===== config.mk =====
export PLATFORM = sky130hd
export DESIGN_NAME = llp_seq
export DESIGN_NICKNAME = d
export VERILOG_FILES = /design/src/rtl/llp_pkg.sv /design/src/rtl/llp_seq.sv
export SDC_FILE = /design/constraint.sdc
export NUM_CORES = 1
export LEC_CHECK = 0
export BUFFER_PORTS_ARGS = -buffer_cell sky130_fd_sc_hd__buf_2
export CAP_MARGIN = 20
export CORE_AREA = 2 2 39 41
export CTS_CLUSTER_SIZE = 30
export DETAILED_ROUTE_END_ITERATION = 7
export DIE_AREA = 0 0 41 43
export GPL_ROUTABILITY_DRIVEN = 0
export PLACE_DENSITY = 0.61
export REMOVE_ABC_BUFFERS = 1
export SKIP_CTS_REPAIR_TIMING = 1
export SLEW_MARGIN = 40
export SYNTH_ARGS = -nofsm -noshare
export SYNTH_HDL_FRONTEND = slang
export SYNTH_SLANG_ARGS = --single-unit

===== constraint.sdc =====
create_clock -name clk -period 2.25 [get_ports clk]
set_input_delay 0.1125 -clock clk [delete_from_list [all_inputs] [get_ports clk]]
set_output_delay 0.1125 -clock clk [all_outputs]
set_load 0.02 [all_outputs]

===== src/rtl/llp_pkg.sv =====
`timescale 1ns / 1ps
package llp_pkg;

	localparam int STEP_W = 4;

	// step numbers of the microprogram
	localparam logic [STEP_W-1:0] ST_IDLE       = 4'd0;
	localparam logic [STEP_W-1:0] ST_WALK_VISIT = 4'd1;
	localparam logic [STEP_W-1:0] ST_WALK_LINK  = 4'd2;
	localparam logic [STEP_W-1:0] ST_SCAN_INIT  = 4'd3;
	localparam logic [STEP_W-1:0] ST_SCAN_FETCH = 4'd4;
	localparam logic [STEP_W-1:0] ST_SCAN_ADDR  = 4'd5;
	localparam logic [STEP_W-1:0] ST_SCAN_CHECK = 4'd6;
	localparam logic [STEP_W-1:0] ST_NEXT_CLASS = 4'd7;
	localparam logic [STEP_W-1:0] ST_FLUSH      = 4'd8;

	localparam int VALUE_W = 32;
	localparam int LINK_W  = 7;
	localparam int ADDR_W  = 6;
	localparam int THR_W   = 31;
	localparam logic [LINK_W-1:0] LINK_NULL = 7'h7F;

	localparam logic [1:0] CLS_NEG  = 2'd0;
	localparam logic [1:0] CLS_MID  = 2'd1;
	localparam logic [1:0] CLS_HIGH = 2'd2;

	typedef enum logic [2:0] {
		COND_NEVER,
		COND_ALWAYS,
		COND_NO_RUN,
		COND_WALK_DONE,
		COND_SCAN_DONE,
		COND_MORE_CLASS
	} cond_t;

	typedef struct packed {
		logic accept;      // idle step, takes commands
		logic walk_visit;  // record cur in visit list, read node at cur
		logic ld_link;     // cur <= link of node just read
		logic scan_clr;    // class and scan index to zero
		logic node_rd_vis; // read node at visit entry, bump scan index
		logic check;       // classify node, emit pending result on match
		logic cls_inc;     // step to next class
		logic flush;       // emit final pending result
	} ctrl_t;

	typedef struct packed {
		logic run_start;
		logic walk_done;
		logic scan_done;
		logic last_class;
	} status_t;

	typedef struct packed {
		cond_t             cond;
		logic [STEP_W-1:0] target;
		logic              gate;   // enables act only when jump not taken
		ctrl_t             ctrl;
	} uword_t;

	function automatic uword_t ucode(input logic [STEP_W-1:0] step);
		uword_t w;
		w = '0;
		w.cond = COND_ALWAYS;
		w.target = ST_IDLE;
		unique case (step)
			ST_IDLE: begin
				w.cond = COND_NO_RUN;
				w.target = ST_IDLE;
				w.ctrl.accept = 1'b1;
			end
			ST_WALK_VISIT: begin
				w.cond = COND_WALK_DONE;
				w.target = ST_SCAN_INIT;
				w.gate = 1'b1;
				w.ctrl.walk_visit = 1'b1;
			end
			ST_WALK_LINK: begin
				w.cond = COND_ALWAYS;
				w.target = ST_WALK_VISIT;
				w.ctrl.ld_link = 1'b1;
			end
			ST_SCAN_INIT: begin
				w.cond = COND_NEVER;
				w.ctrl.scan_clr = 1'b1;
			end
			ST_SCAN_FETCH: begin
				w.cond = COND_SCAN_DONE;
				w.target = ST_NEXT_CLASS;
			end
			ST_SCAN_ADDR: begin
				w.cond = COND_NEVER;
				w.ctrl.node_rd_vis = 1'b1;
			end
			ST_SCAN_CHECK: begin
				w.cond = COND_ALWAYS;
				w.target = ST_SCAN_FETCH;
				w.ctrl.check = 1'b1;
			end
			ST_NEXT_CLASS: begin
				w.cond = COND_MORE_CLASS;
				w.target = ST_SCAN_FETCH;
				w.ctrl.cls_inc = 1'b1;
			end
			ST_FLUSH: begin
				w.cond = COND_ALWAYS;
				w.target = ST_IDLE;
				w.ctrl.flush = 1'b1;
			end
			default: begin
				w.cond = COND_ALWAYS;
				w.target = ST_IDLE;
			end
		endcase
		return w;
	endfunction

endpackage


===== src/rtl/llp_seq.sv =====
`timescale 1ns / 1ps
module llp_seq (
	input  logic             clk,
	input  logic             arst_n,
	input  llp_pkg::status_t status,
	output llp_pkg::ctrl_t   ctrl
);

	logic [llp_pkg::STEP_W-1:0] step_q;
	logic [llp_pkg::STEP_W-1:0] step_next;
	llp_pkg::uword_t            word;
	logic                       taken;

	assign word = llp_pkg::ucode(step_q);

	always_comb begin
		unique case (word.cond)
			llp_pkg::COND_NEVER:      taken = 1'b0;
			llp_pkg::COND_ALWAYS:     taken = 1'b1;
			llp_pkg::COND_NO_RUN:     taken = !status.run_start;
			llp_pkg::COND_WALK_DONE:  taken = status.walk_done;
			llp_pkg::COND_SCAN_DONE:  taken = status.scan_done;
			llp_pkg::COND_MORE_CLASS: taken = !status.last_class;
			default:                  taken = 1'b1;
		endcase
		step_next = taken ? word.target : step_q + 1'b1;
		ctrl = word.ctrl;
		if (word.gate && taken) begin
			ctrl = '0;
		end
	end

	always_ff @(posedge clk or negedge arst_n) begin
		if (!arst_n) begin
			step_q <= llp_pkg::ST_IDLE;
		end else begin
			step_q <= step_next;
		end
	end

endmodule


==> impl_results.md <==
* Outcome: finished clean
* Cell row count at 14
* Synth top area share at 0.252
* RSZ-0062 raised after global routing: false
* Pins Over Slew Limit at 0
* DR WL/cell at 11.2 µm
* Worst r2r dst: step_q[1]
* Final Hold Vio Count at 0
* Top Registers: step_q (4)
* Initial Util at 0.288
* WP buf/inv at 0
* # setup viols final at 0
* Utilization after layout at 0.367
* TritonCTS buffer count at 3
* CP peak stage delay at 0.42 ns
* Layout area overhead at 27.7%
* Vias in the first global route at 320
* DIE AREA at 1760 µm²
* Worst-path fanout max at 7
* Number of synthesized flops with an enable pin at 0
* Final Cycle Share at 0.793
* Post-synth top flop: dfrtp_1
* Final ANT Viol Nets at 0
* Worst setup path category: flop to flop
* Post-synthesis register bit count at 4
* Total track usage at 0.111
* Cell count of the worst reg-to-reg path at 5
* Later-pin clock latency in the skew report at 0.23 ns
* Max-cap viol count at 0
* IO Pins at 14
* Initial antenna violation count at 0
* TritonRoute pass-1 iters at 1
* Reg with most FFs: step_q
* Worst Hold Margin at 0.216 ns
* CP Cell Sequence: ha_1 > and3b_1 > o21ai_2 > o2111ai_4 > mux2_4
* VDD IR max at 0.000524 V
* Via density per instance at 4.88
* Layout Cells excl Fill at 74
* Slowest-stage cell, CP: dfrtp_1
* Port Buffers at 13
* Starting DRT DRC Count at 0
* Cell count after synthesis at 42
* Grt total ovfl at 0
* Worst hold path class: primary input to asynchronous set/reset pin
* DR DRC count at 0
* Number of flip-flops under the largest register name at 4
* Post-Route Setup TNS at 0 ns
* Total wire length at 826 µm
* CTS tree: yes
* Setup slack, reg-to-reg at 0.47 ns
* Layout cell share with drive strength beyond 1 at 0.362
* First-pass GRT wire length at 1330 µm
* Placed cell area at 475 µm²
* Yosys warning total at 0
* H-Tree Depth at 1
* DR vias at 361
* Synth area leader: dfrtp_1
* Total core area at 1380 µm²
* Slew @ Worst Pin at 0.379 ns
* Synth top area cells: dfrtp_1 (25%), ha_1 (13%), o2111ai_4 (6.6%)
* Mean Syn Cell Area at 9.47 µm²
* Critical Path AT at 1.89 ns
* Crit-path leading delay family: flip-flops
* Largest net degree at the start of global routing at 14
* Leakage Power at 0.253 nW
* Rel. slew slack at 0.747
* Synthesized area at 398 µm²
* Final clock skew at 0.000245 ns
* CTS sink cnt at 4
* Die W at 41 µm
* Synth top cells by count: and2_1 (4), dfrtp_1 (4), ha_1 (4), inv_1 (4)
* Final-stage net count at 70
* Peak Freq at 561 MHz
* Root Driver: clkbuf_4
* Crit path launch type: flop
* FF-to-FF Start: step_q[0]
* Asr flop ratio synth at 1.00
* CP Capture Type: flop
* Placed insts at 70
* Die Y at 43 µm
* ANT cells at 0
* Final Cell Area at 508 µm²
* Pwr Density at 1550 nW/µm²
* Min cycle time layout at 1.78 ns
* Max Buffers Root-to-Sink at 2
* Clk slew on worst S/H paths at 0.04 ns
* DPL Wire Length at 649 µm
* Synth unique cells at 23
* Critical Path RT at 2.36 ns
* Register area share after synthesis at 0.252
[how the worst max path moves through the flow]
stage / from / to / slack (ns) / cells after the start
5_1_grt: step_q[0] / step_q[1] / 0.35 / 5
6_report: step_q[0] / step_q[1] / 0.47 / 5
2_1_floorplan: step_q[0] / step_q[1] / 0.62 / 4
3_5_place_dp: step_q[0] / step_q[1] / 0.45 / 5
4_1_cts: step_q[0] / step_q[1] / 0.44 / 5
3_3_place_gp: step_q[0] / step_q[1] / 0.48 / 5
[kinds of logic after synthesis]
logic type / count (synthesis) / synth area share
simple gates: 16 / 0.236
compound gates: 9 / 0.220
fa+ha+maj: 4 / 0.126
buf+inv: 5 / 0.0566
xor+xnor: 1 / 0.0220
mux: 3 / 0.0880
flops: 4 / 0.252
[routing by layer]
metal | global-route usage | vias to the layer above | wire length (µm)
met2 | 0.163 | 10 | 378
met1 | 0.141 | 166 | 399
met3 | 0.0157 | 0 | 48
met4 | 0.0800 | 0 | 0
met5 | 0 | - | 0
li1 | - | 185 | -
[worst register-to-register path, stage by stage (launching register included)]
cell       delay [ns]
dfrtp_1          0.42
ha_1             0.32
and3b_1          0.22
o21ai_2          0.20
o2111ai_4        0.18
mux2_4           0.33
[cell usage in the layout (no fill, tap or decap)]
| master | instances |
|---|---|
| nor3_1 | 2 |
| o31ai_1 | 2 |
| a211oi_1 | 2 |
| inv_1 | 4 |
| dfrtp_1 | 4 |
| xnor2_1 | 1 |
| o211ai_1 | 1 |
| nand3_1 | 1 |
| nor2b_1 | 1 |
| dlygate4sd3_1 | 1 |
| and2_2 | 2 |
| and3b_1 | 1 |
| mux2i_1 | 2 |
| o2111ai_4 | 1 |
| clkbuf_4 | 3 |
| nand2_1 | 2 |
| mux2_4 | 1 |
| a21oi_1 | 1 |
| o32a_1 | 1 |
| and2_1 | 4 |
| buf_2 | 13 |
| ha_1 | 4 |
| nor4b_1 | 1 |
| nor2_1 | 2 |
| o21ai_2 | 1 |
[where the power goes]
part	total (W)	leakage (nW)	switching [W]	internal [W]
combinational	0.000545	0.188	0.000285	0.000260
clock	0.0000868	0.0138	0.0000272	0.0000595
sequential	0.000154	0.0506	0.0000500	0.000104
[cell type report]
class                   count  area, µm²
clock buffers               3       22.5
fillers                   163        876
inverters                   4       15.0
multi-input cells          33        275
flip-flops and latches      4        100
well taps                  16       20.0
repair buffers             14       75.1
[per-stage QoR]
| step | setup slack [ns] | total power [W] |
|---|---|---|
| final | 0.467 | 0.000786 |
| after CTS | 0.439 | 0.000798 |
| after global routing | 0.354 | 0.000865 |
| after detailed placement | 0.453 | 0.000703 |
| after floorplan | 0.624 | 0.000579 |
| after global placement | 0.484 | 0.000696 |
No activity file was read; power rests on OpenSTA's default activity.
