--- src/rtl/llp_pkg.sv ---
`timescale 1ns / 1ps
package llp_pkg;

	localparam int STEP_W = 4;

	// step numbers of the microprogram
	localparam logic [STEP_W-1:0] ST_IDLE       = 4'd0;
	localparam logic [STEP_W-1:0] ST_WALK_VISIT = 4'd1;
	localparam logic [STEP_W-1:0] ST_WALK_LINK  = 4'd2;
	localparam logic [STEP_W-1:0] ST_SCAN_INIT  = 4'd3;
	localparam logic [STEP_W-1:0] ST_SCAN_FETCH = 4'd4;
	localparam logic [STEP_W-1:0] ST_SCAN_ADDR  = 4'd5;
	localparam logic [STEP_W-1:0] ST_SCAN_CHECK = 4'd6;
	localparam logic [STEP_W-1:0] ST_NEXT_CLASS = 4'd7;
	localparam logic [STEP_W-1:0] ST_FLUSH      = 4'd8;

	localparam int VALUE_W = 32;
	localparam int LINK_W  = 7;
	localparam int ADDR_W  = 6;
	localparam int THR_W   = 31;
	localparam logic [LINK_W-1:0] LINK_NULL = 7'h7F;

	localparam logic [1:0] CLS_NEG  = 2'd0;
	localparam logic [1:0] CLS_MID  = 2'd1;
	localparam logic [1:0] CLS_HIGH = 2'd2;

	typedef enum logic [2:0] {
		COND_NEVER,
		COND_ALWAYS,
		COND_NO_RUN,
		COND_WALK_DONE,
		COND_SCAN_DONE,
		COND_MORE_CLASS
	} cond_t;

	typedef struct packed {
		logic accept;      // idle step, takes commands
		logic walk_visit;  // record cur in visit list, read node at cur
		logic ld_link;     // cur <= link of node just read
		logic scan_clr;    // class and scan index to zero
		logic node_rd_vis; // read node at visit entry, bump scan index
		logic check;       // classify node, emit pending result on match
		logic cls_inc;     // step to next class
		logic flush;       // emit final pending result
	} ctrl_t;

	typedef struct packed {
		logic run_start;
		logic walk_done;
		logic scan_done;
		logic last_class;
	} status_t;

	typedef struct packed {
		cond_t             cond;
		logic [STEP_W-1:0] target;
		logic              gate;   // enables act only when jump not taken
		ctrl_t             ctrl;
	} uword_t;

	function automatic uword_t ucode(input logic [STEP_W-1:0] step);
		uword_t w;
		w = '0;
		w.cond = COND_ALWAYS;
		w.target = ST_IDLE;
		unique case (step)
			ST_IDLE: begin
				w.cond = COND_NO_RUN;
				w.target = ST_IDLE;
				w.ctrl.accept = 1'b1;
			end
			ST_WALK_VISIT: begin
				w.cond = COND_WALK_DONE;
				w.target = ST_SCAN_INIT;
				w.gate = 1'b1;
				w.ctrl.walk_visit = 1'b1;
			end
			ST_WALK_LINK: begin
				w.cond = COND_ALWAYS;
				w.target = ST_WALK_VISIT;
				w.ctrl.ld_link = 1'b1;
			end
			ST_SCAN_INIT: begin
				w.cond = COND_NEVER;
				w.ctrl.scan_clr = 1'b1;
			end
			ST_SCAN_FETCH: begin
				w.cond = COND_SCAN_DONE;
				w.target = ST_NEXT_CLASS;
			end
			ST_SCAN_ADDR: begin
				w.cond = COND_NEVER;
				w.ctrl.node_rd_vis = 1'b1;
			end
			ST_SCAN_CHECK: begin
				w.cond = COND_ALWAYS;
				w.target = ST_SCAN_FETCH;
				w.ctrl.check = 1'b1;
			end
			ST_NEXT_CLASS: begin
				w.cond = COND_MORE_CLASS;
				w.target = ST_SCAN_FETCH;
				w.ctrl.cls_inc = 1'b1;
			end
			ST_FLUSH: begin
				w.cond = COND_ALWAYS;
				w.target = ST_IDLE;
				w.ctrl.flush = 1'b1;
			end
			default: begin
				w.cond = COND_ALWAYS;
				w.target = ST_IDLE;
			end
		endcase
		return w;
	endfunction

endpackage

--- src/rtl/llp_ram.sv ---
`timescale 1ns / 1ps
module llp_ram #(
	parameter int WIDTH = 8,
	parameter int DEPTH = 16
) (
	input  logic                     clk,
	input  logic                     we,
	input  logic [$clog2(DEPTH)-1:0] waddr,
	input  logic [WIDTH-1:0]         wdata,
	input  logic [$clog2(DEPTH)-1:0] raddr,
	output logic [WIDTH-1:0]         rdata
);

	logic [WIDTH-1:0] mem [DEPTH];

	always_ff @(posedge clk) begin
		if (we) begin
			mem[waddr] <= wdata;
		end
		rdata <= mem[raddr];
	end

endmodule

--- src/rtl/llp_dp.sv ---
`timescale 1ns / 1ps
module llp_dp #(
	parameter int NODE_COUNT = 64
) (
	input  logic                  clk,
	input  logic                  arst_n,
	input  llp_pkg::ctrl_t        ctrl,
	output llp_pkg::status_t      status,
	input  logic                  start,
	input  logic                  req_type,
	input  logic signed [6:0]     node_addr,
	input  logic signed [31:0]    node_value,
	input  logic signed [6:0]     link_addr,
	input  logic                  cfg_valid,
	input  logic [30:0]           cfg_data,
	output logic                  out_strobe,
	output logic [5:0]            out_addr,
	output logic signed [31:0]    out_value,
	output logic signed [6:0]     out_link,
	output logic                  last
);

	localparam int AW = $clog2(NODE_COUNT);
	localparam int CW = $clog2(NODE_COUNT + 1);
	localparam int NW = llp_pkg::LINK_W + llp_pkg::VALUE_W;

	logic [llp_pkg::THR_W-1:0]   threshold_q;
	logic [llp_pkg::LINK_W-1:0]  cur_q;
	logic [CW-1:0]               n_q;
	logic [CW-1:0]               i_q;
	logic [1:0]                  cls_q;
	logic [AW-1:0]               a_q;
	logic                        pend_q;
	logic [AW-1:0]               pend_addr_q;
	logic [llp_pkg::VALUE_W-1:0] pend_value_q;

	logic                        strobe_q;
	logic [llp_pkg::ADDR_W-1:0]  out_addr_q;
	logic [llp_pkg::VALUE_W-1:0] out_value_q;
	logic [llp_pkg::LINK_W-1:0]  out_link_q;
	logic                        last_q;

	logic                        load_we;
	logic                        run_start;
	logic                        cur_ok;
	logic [AW-1:0]               node_raddr;
	logic [NW-1:0]               node_rd;
	logic [AW-1:0]               vis_rd;
	logic [llp_pkg::VALUE_W-1:0] rd_value;
	logic [1:0]                  rd_cls;
	logic                        hit;

	assign load_we = ctrl.accept && start && !req_type && !node_addr[6]
		&& ($unsigned(node_addr) < 7'(NODE_COUNT));
	assign run_start = ctrl.accept && start && req_type;
	assign cur_ok = !cur_q[6] && (cur_q < 7'(NODE_COUNT));

	assign status.run_start  = run_start;
	assign status.walk_done  = !cur_ok || (n_q == CW'(NODE_COUNT));
	assign status.scan_done  = (i_q == n_q);
	assign status.last_class = (cls_q == llp_pkg::CLS_HIGH);

	// node table: link over value
	assign node_raddr = ctrl.node_rd_vis ? vis_rd : cur_q[AW-1:0];

	llp_ram #(.WIDTH(NW), .DEPTH(NODE_COUNT)) u_node_ram (
		.clk   (clk),
		.we    (load_we),
		.waddr (node_addr[AW-1:0]),
		.wdata ({link_addr, node_value}),
		.raddr (node_raddr),
		.rdata (node_rd)
	);

	llp_ram #(.WIDTH(AW), .DEPTH(NODE_COUNT)) u_visit_ram (
		.clk   (clk),
		.we    (ctrl.walk_visit),
		.waddr (n_q[AW-1:0]),
		.wdata (cur_q[AW-1:0]),
		.raddr (i_q[AW-1:0]),
		.rdata (vis_rd)
	);

	assign rd_value = node_rd[llp_pkg::VALUE_W-1:0];

	always_comb begin
		priority if (rd_value[31]) begin
			rd_cls = llp_pkg::CLS_NEG;
		end else if (rd_value[30:0] <= threshold_q) begin
			rd_cls = llp_pkg::CLS_MID;
		end else begin
			rd_cls = llp_pkg::CLS_HIGH;
		end
	end

	assign hit = ctrl.check && (rd_cls == cls_q);

	always_ff @(posedge clk or negedge arst_n) begin
		if (!arst_n) begin
			threshold_q <= '0;
			n_q <= '0;
			i_q <= '0;
			cls_q <= llp_pkg::CLS_NEG;
			pend_q <= 1'b0;
			strobe_q <= 1'b0;
			last_q <= 1'b0;
		end else begin
			if (cfg_valid) begin
				threshold_q <= cfg_data;
			end
			if (run_start) begin
				n_q <= '0;
				pend_q <= 1'b0;
			end
			if (ctrl.walk_visit) begin
				n_q <= n_q + 1'b1;
			end
			if (ctrl.scan_clr) begin
				i_q <= '0;
				cls_q <= llp_pkg::CLS_NEG;
			end
			if (ctrl.node_rd_vis) begin
				i_q <= i_q + 1'b1;
			end
			if (ctrl.cls_inc) begin
				i_q <= '0;
				cls_q <= cls_q + 2'd1;
			end
			strobe_q <= (hit && pend_q) || (ctrl.flush && pend_q);
			last_q <= ctrl.flush && pend_q;
			if (hit) begin
				pend_q <= 1'b1;
			end
			if (ctrl.flush) begin
				pend_q <= 1'b0;
			end
		end
	end

	// payload
	always_ff @(posedge clk) begin
		if (run_start) begin
			cur_q <= node_addr;
		end
		if (ctrl.ld_link) begin
			cur_q <= node_rd[NW-1:llp_pkg::VALUE_W];
		end
		if (ctrl.node_rd_vis) begin
			a_q <= vis_rd;
		end
		if (hit) begin
			pend_addr_q <= a_q;
			pend_value_q <= rd_value;
			out_link_q <= 7'(a_q);
		end
		if (ctrl.flush) begin
			out_link_q <= llp_pkg::LINK_NULL;
		end
		if (hit || ctrl.flush) begin
			out_addr_q <= 6'(pend_addr_q);
			out_value_q <= pend_value_q;
		end
	end

	assign out_strobe = strobe_q;
	assign out_addr   = out_addr_q;
	assign out_value  = out_value_q;
	assign out_link   = out_link_q;
	assign last       = last_q;

endmodule

--- config.mk ---
export PLATFORM = sky130hd
export DESIGN_NAME = llp_dp
export DESIGN_NICKNAME = d
export VERILOG_FILES = /design/src/rtl/llp_pkg.sv /design/src/rtl/llp_ram.sv /design/src/rtl/llp_dp.sv
export SDC_FILE = /design/constraint.sdc
export NUM_CORES = 2
export LEC_CHECK = 0
export ABC_CLOCK_PERIOD_IN_PS = 5650
export BUFFER_PORTS_ARGS = -buffer_cell sky130_fd_sc_hd__buf_4
export CORE_MARGIN = 5
export CORE_UTILIZATION = 32
export CTS_CLUSTER_SIZE = 40
export DETAILED_ROUTE_END_ITERATION = 6
export PLACE_DENSITY = 0.56
export SLEW_MARGIN = 20
export SYNTH_ARGS = -nofsm -noshare
export SYNTH_HDL_FRONTEND = slang
export SYNTH_SLANG_ARGS = --single-unit
--- constraint.sdc ---
create_clock -name clk -period 5.65 [get_ports clk]
set_input_delay 0.2825 -clock clk [delete_from_list [all_inputs] [get_ports clk]]
set_output_delay 0.2825 -clock clk [all_outputs]
set_load 0.01 [all_outputs]
==> results.tsv <==
metric	value	unit
outcome	finished, final reports clean	
dr_wl_met2	153	mm
cts_setup_buffers	0	
min_path_cells	3	
final_util	37.5	%
path_delay_family	compound AO/OA/AOI/OAI gates	
routed.top_layer	met5	
die_area	0.380	mm²
slowest_delay	0.71	ns
slew_violations	0	
start_util	32.1	%
synth_flop_cell	edfxtp_1	
drv_cap	0	
min_period_over_period	79.7	%
irDropWorstVdd	0.271	mV
synth_seq_cells	3071	
syn_to_final_growth	16.6	%
first_pass_iters	6	
startpoint_type	flip-flop	
fin_tns_setup	0	ns
boundaryPins	141	
drtIter0Drc	6600	
coreArea	0.366	mm²
worst-path-stages	10	
multi_input_area	0.0252	mm²
grt_first_pass_wirelength	455	mm
syn_avg_cell_area	21.4	µm²
p_per_area	393	mW/mm²
fin_nets	6104	
clk_pin_slew_worst_paths	0.06	ns
rows	222	
synth_cells	5509	
clkLatencyLatePin	0.89	ns
ant_nets	0	
synth_top_cell_by_area	edfxtp_1	
synth_cell_types	49	
cts_hold_buffers	109	
whs	0.0189	ns
slew_headroom	19.8	%
reg2reg_depth	10	
fmaxAchievable	222	MHz
hold_viol	0	
wire_per_inst	29.2	µm
die_w	616	µm
crit_arrival	5.16	ns
htree_levels	5	
rsz0062_at_grt	no	
yosys-top-cells-area	edfxtp_1, mux4_2, a211oi_1, nand2_1, dfrtp_1	
cp_num_buf_inv	3	
tightest_slew	1.20	ns
worstPathMaxFanout	24	
cp.required	6.30	ns
syn-num-nets	5634	
routed_wirelength	322	mm
setup_viol	0	
cts_root_buf	clkbuf_16	
synthArstFlopShare	1.63	%
chipHeight	616	µm
regArea	0.0915	mm²
layout-drive-gt1-share	26.3	%
hp-class	in -> reg	
path_class	reg -> reg	
final_cell_mix	edfxtp_1, mux4_2, nand2_1, clkbuf_16, buf_4	
worstPathCellList	mux2i_4 -> buf_12 -> buf_4 -> buf_4 -> mux4_2 -> and2_1 -> a211oi_1 -> a311oi_1 -> a211oi_2 -> a21oi_1	
wl_met3	24.9	mm
synth_edf_count	2969	
seq_area_frac_synth	77.7	%
cts_resized	0	
final_common_cell	edfxtp_1	
via_per_inst	5.31	
cts_made_buffers	322	
p_leak	42.6	nW
grt_usage	16.5	%
grt_overflow_total	0	
clock_path_buffers	4	
synth_area	0.118	mm²
synth_top_area_share	75.8	%
dp_hpwl	181	mm
grt_max_degree	88	
min_period	4.51	ns
cts_tree	yes	
antenna_found_initial	43	
drc_errors	0	
cts_sinks	3071	
portBuffers	140	
first_global_vias	59600	
finClkSkew	0.0703	ns
fillers	33000	
routedLengthMet1	137	mm
yosys_warnings	0	
crit_top_cell	buf_4	
crit_slowest_cell	a211oi_2	
routabilityCongestion	0.775	
end_kind	flip-flop	
num_vias	58800	
## synth_stat cells (all sizes together), types with 4 or more instances
cell type  number
clkbuf        171
buf           152
nor2b           4
nor3            7
nand2         366
nand3          18
xnor2           4
dfrtp          50
mux2            9
a31oi          76
nand4           9
mux4          752
a21oi          96
or3             4
nor2          155
ha             35
a211oi        194
nand3b          7
xor2            4
a311oi         78
o31ai           4
inv            45
edfxtp       2969
mux2i          22
o21ai          39
dfxtp          52
and2          153
## flip-flops by register name, indices dropped and copies added, names as in the netlist
| signal | flops |
|---|---|
| i_q | 7 |
| pend_addr_q | 6 |
| a_q | 6 |
| cls_q | 2 |
| cur_q | 7 |
| u_visit_ram.mem | 384 |
| out_addr | 6 |
| out_value | 32 |
| pend_q | 1 |
| u_node_ram.mem | 2496 |
| threshold_q | 31 |
| n_q | 7 |
| pend_value_q | 32 |
| out_link | 7 |
| out_strobe | 1 |
| u_visit_ram.rdata | 6 |
| last | 1 |
| u_node_ram.rdata | 39 |
## cells by family (layout without fill, tap and decap cells)
| group | after synthesis | count (layout) | synth area share (%) |
|---|---|---|---|
| flops | 3071 | 3071 | 77.7 |
| mux | 783 | 783 | 14.7 |
| simple gates | 739 | 739 | 2.82 |
| compound gates | 505 | 505 | 2.95 |
| buf+inv | 368 | 1084 | 1.42 |
| fa+ha+maj | 35 | 35 | 0.372 |
| xor+xnor | 8 | 8 | 0.0595 |
| other cells | 0 | 15 | 0 |
## metrics by stage
step | area, µm² | std cells | worst slack [ns] | total power (W)
global placement | 126000 | 10400 | 0.627 | 0.0339
floorplan | 118000 | 5509 | 2.40 | 0.0307
detailed placement | 126000 | 10400 | 1.01 | 0.0340
global route | 137000 | 11000 | 0.730 | 0.0559
finish | 137000 | 11100 | 1.14 | 0.0540
CTS | 137000 | 11000 | 1.02 | 0.0545
## where the power goes
| part | switching [W] | leakage [nW] | total [W] | internal (W) |
|---|---|---|---|---|
| clock network | 0.00860 | 4.94 | 0.0205 | 0.0119 |
| logic | 0.00443 | 9.82 | 0.00741 | 0.00298 |
| registers | 0.000487 | 27.8 | 0.0261 | 0.0256 |
## path summary, 6_finish.rpt
path	slack (ns)	startpoint	endpoint
setup reg to reg	1.14	cur_q[0]	u_node_ram.rdata[15]
min in group asynchronous	0.06	arst_n	threshold_q[0]
max in group asynchronous	4.97	arst_n	i_q[2]
setup / recovery	1.14	cur_q[0]	u_node_ram.rdata[15]
hold reg to reg	0.41	pend_value_q[1]	out_value[1]
hold / removal	0.02	cfg_valid	threshold_q[17]
## per-layer routing
metal | up-vias | track usage (%)
met4 | 12 | 3.68
met3 | 501 | 3.16
met2 | 2469 | 26.5
li1 | 23900 | -
met1 | 31900 | 23.4
met5 | - | 0
## layout make-up
cell class              instances  area share, %
clock buffers                 401           6.23
multi-input cells            2070           18.3
clock inverters               169           1.12
diodes                         15         0.0274
inverters                      45          0.123
flip-flops and latches       3071           66.7
repair buffers                469           3.12
well taps                    4816           4.39
## tightest hold or removal path, stage by stage
cell	delay, ns
buf_4	0.30
nand2_1	0.14
o21ai_0	0.07
Note: power is estimated with default switching activity, not from simulation.
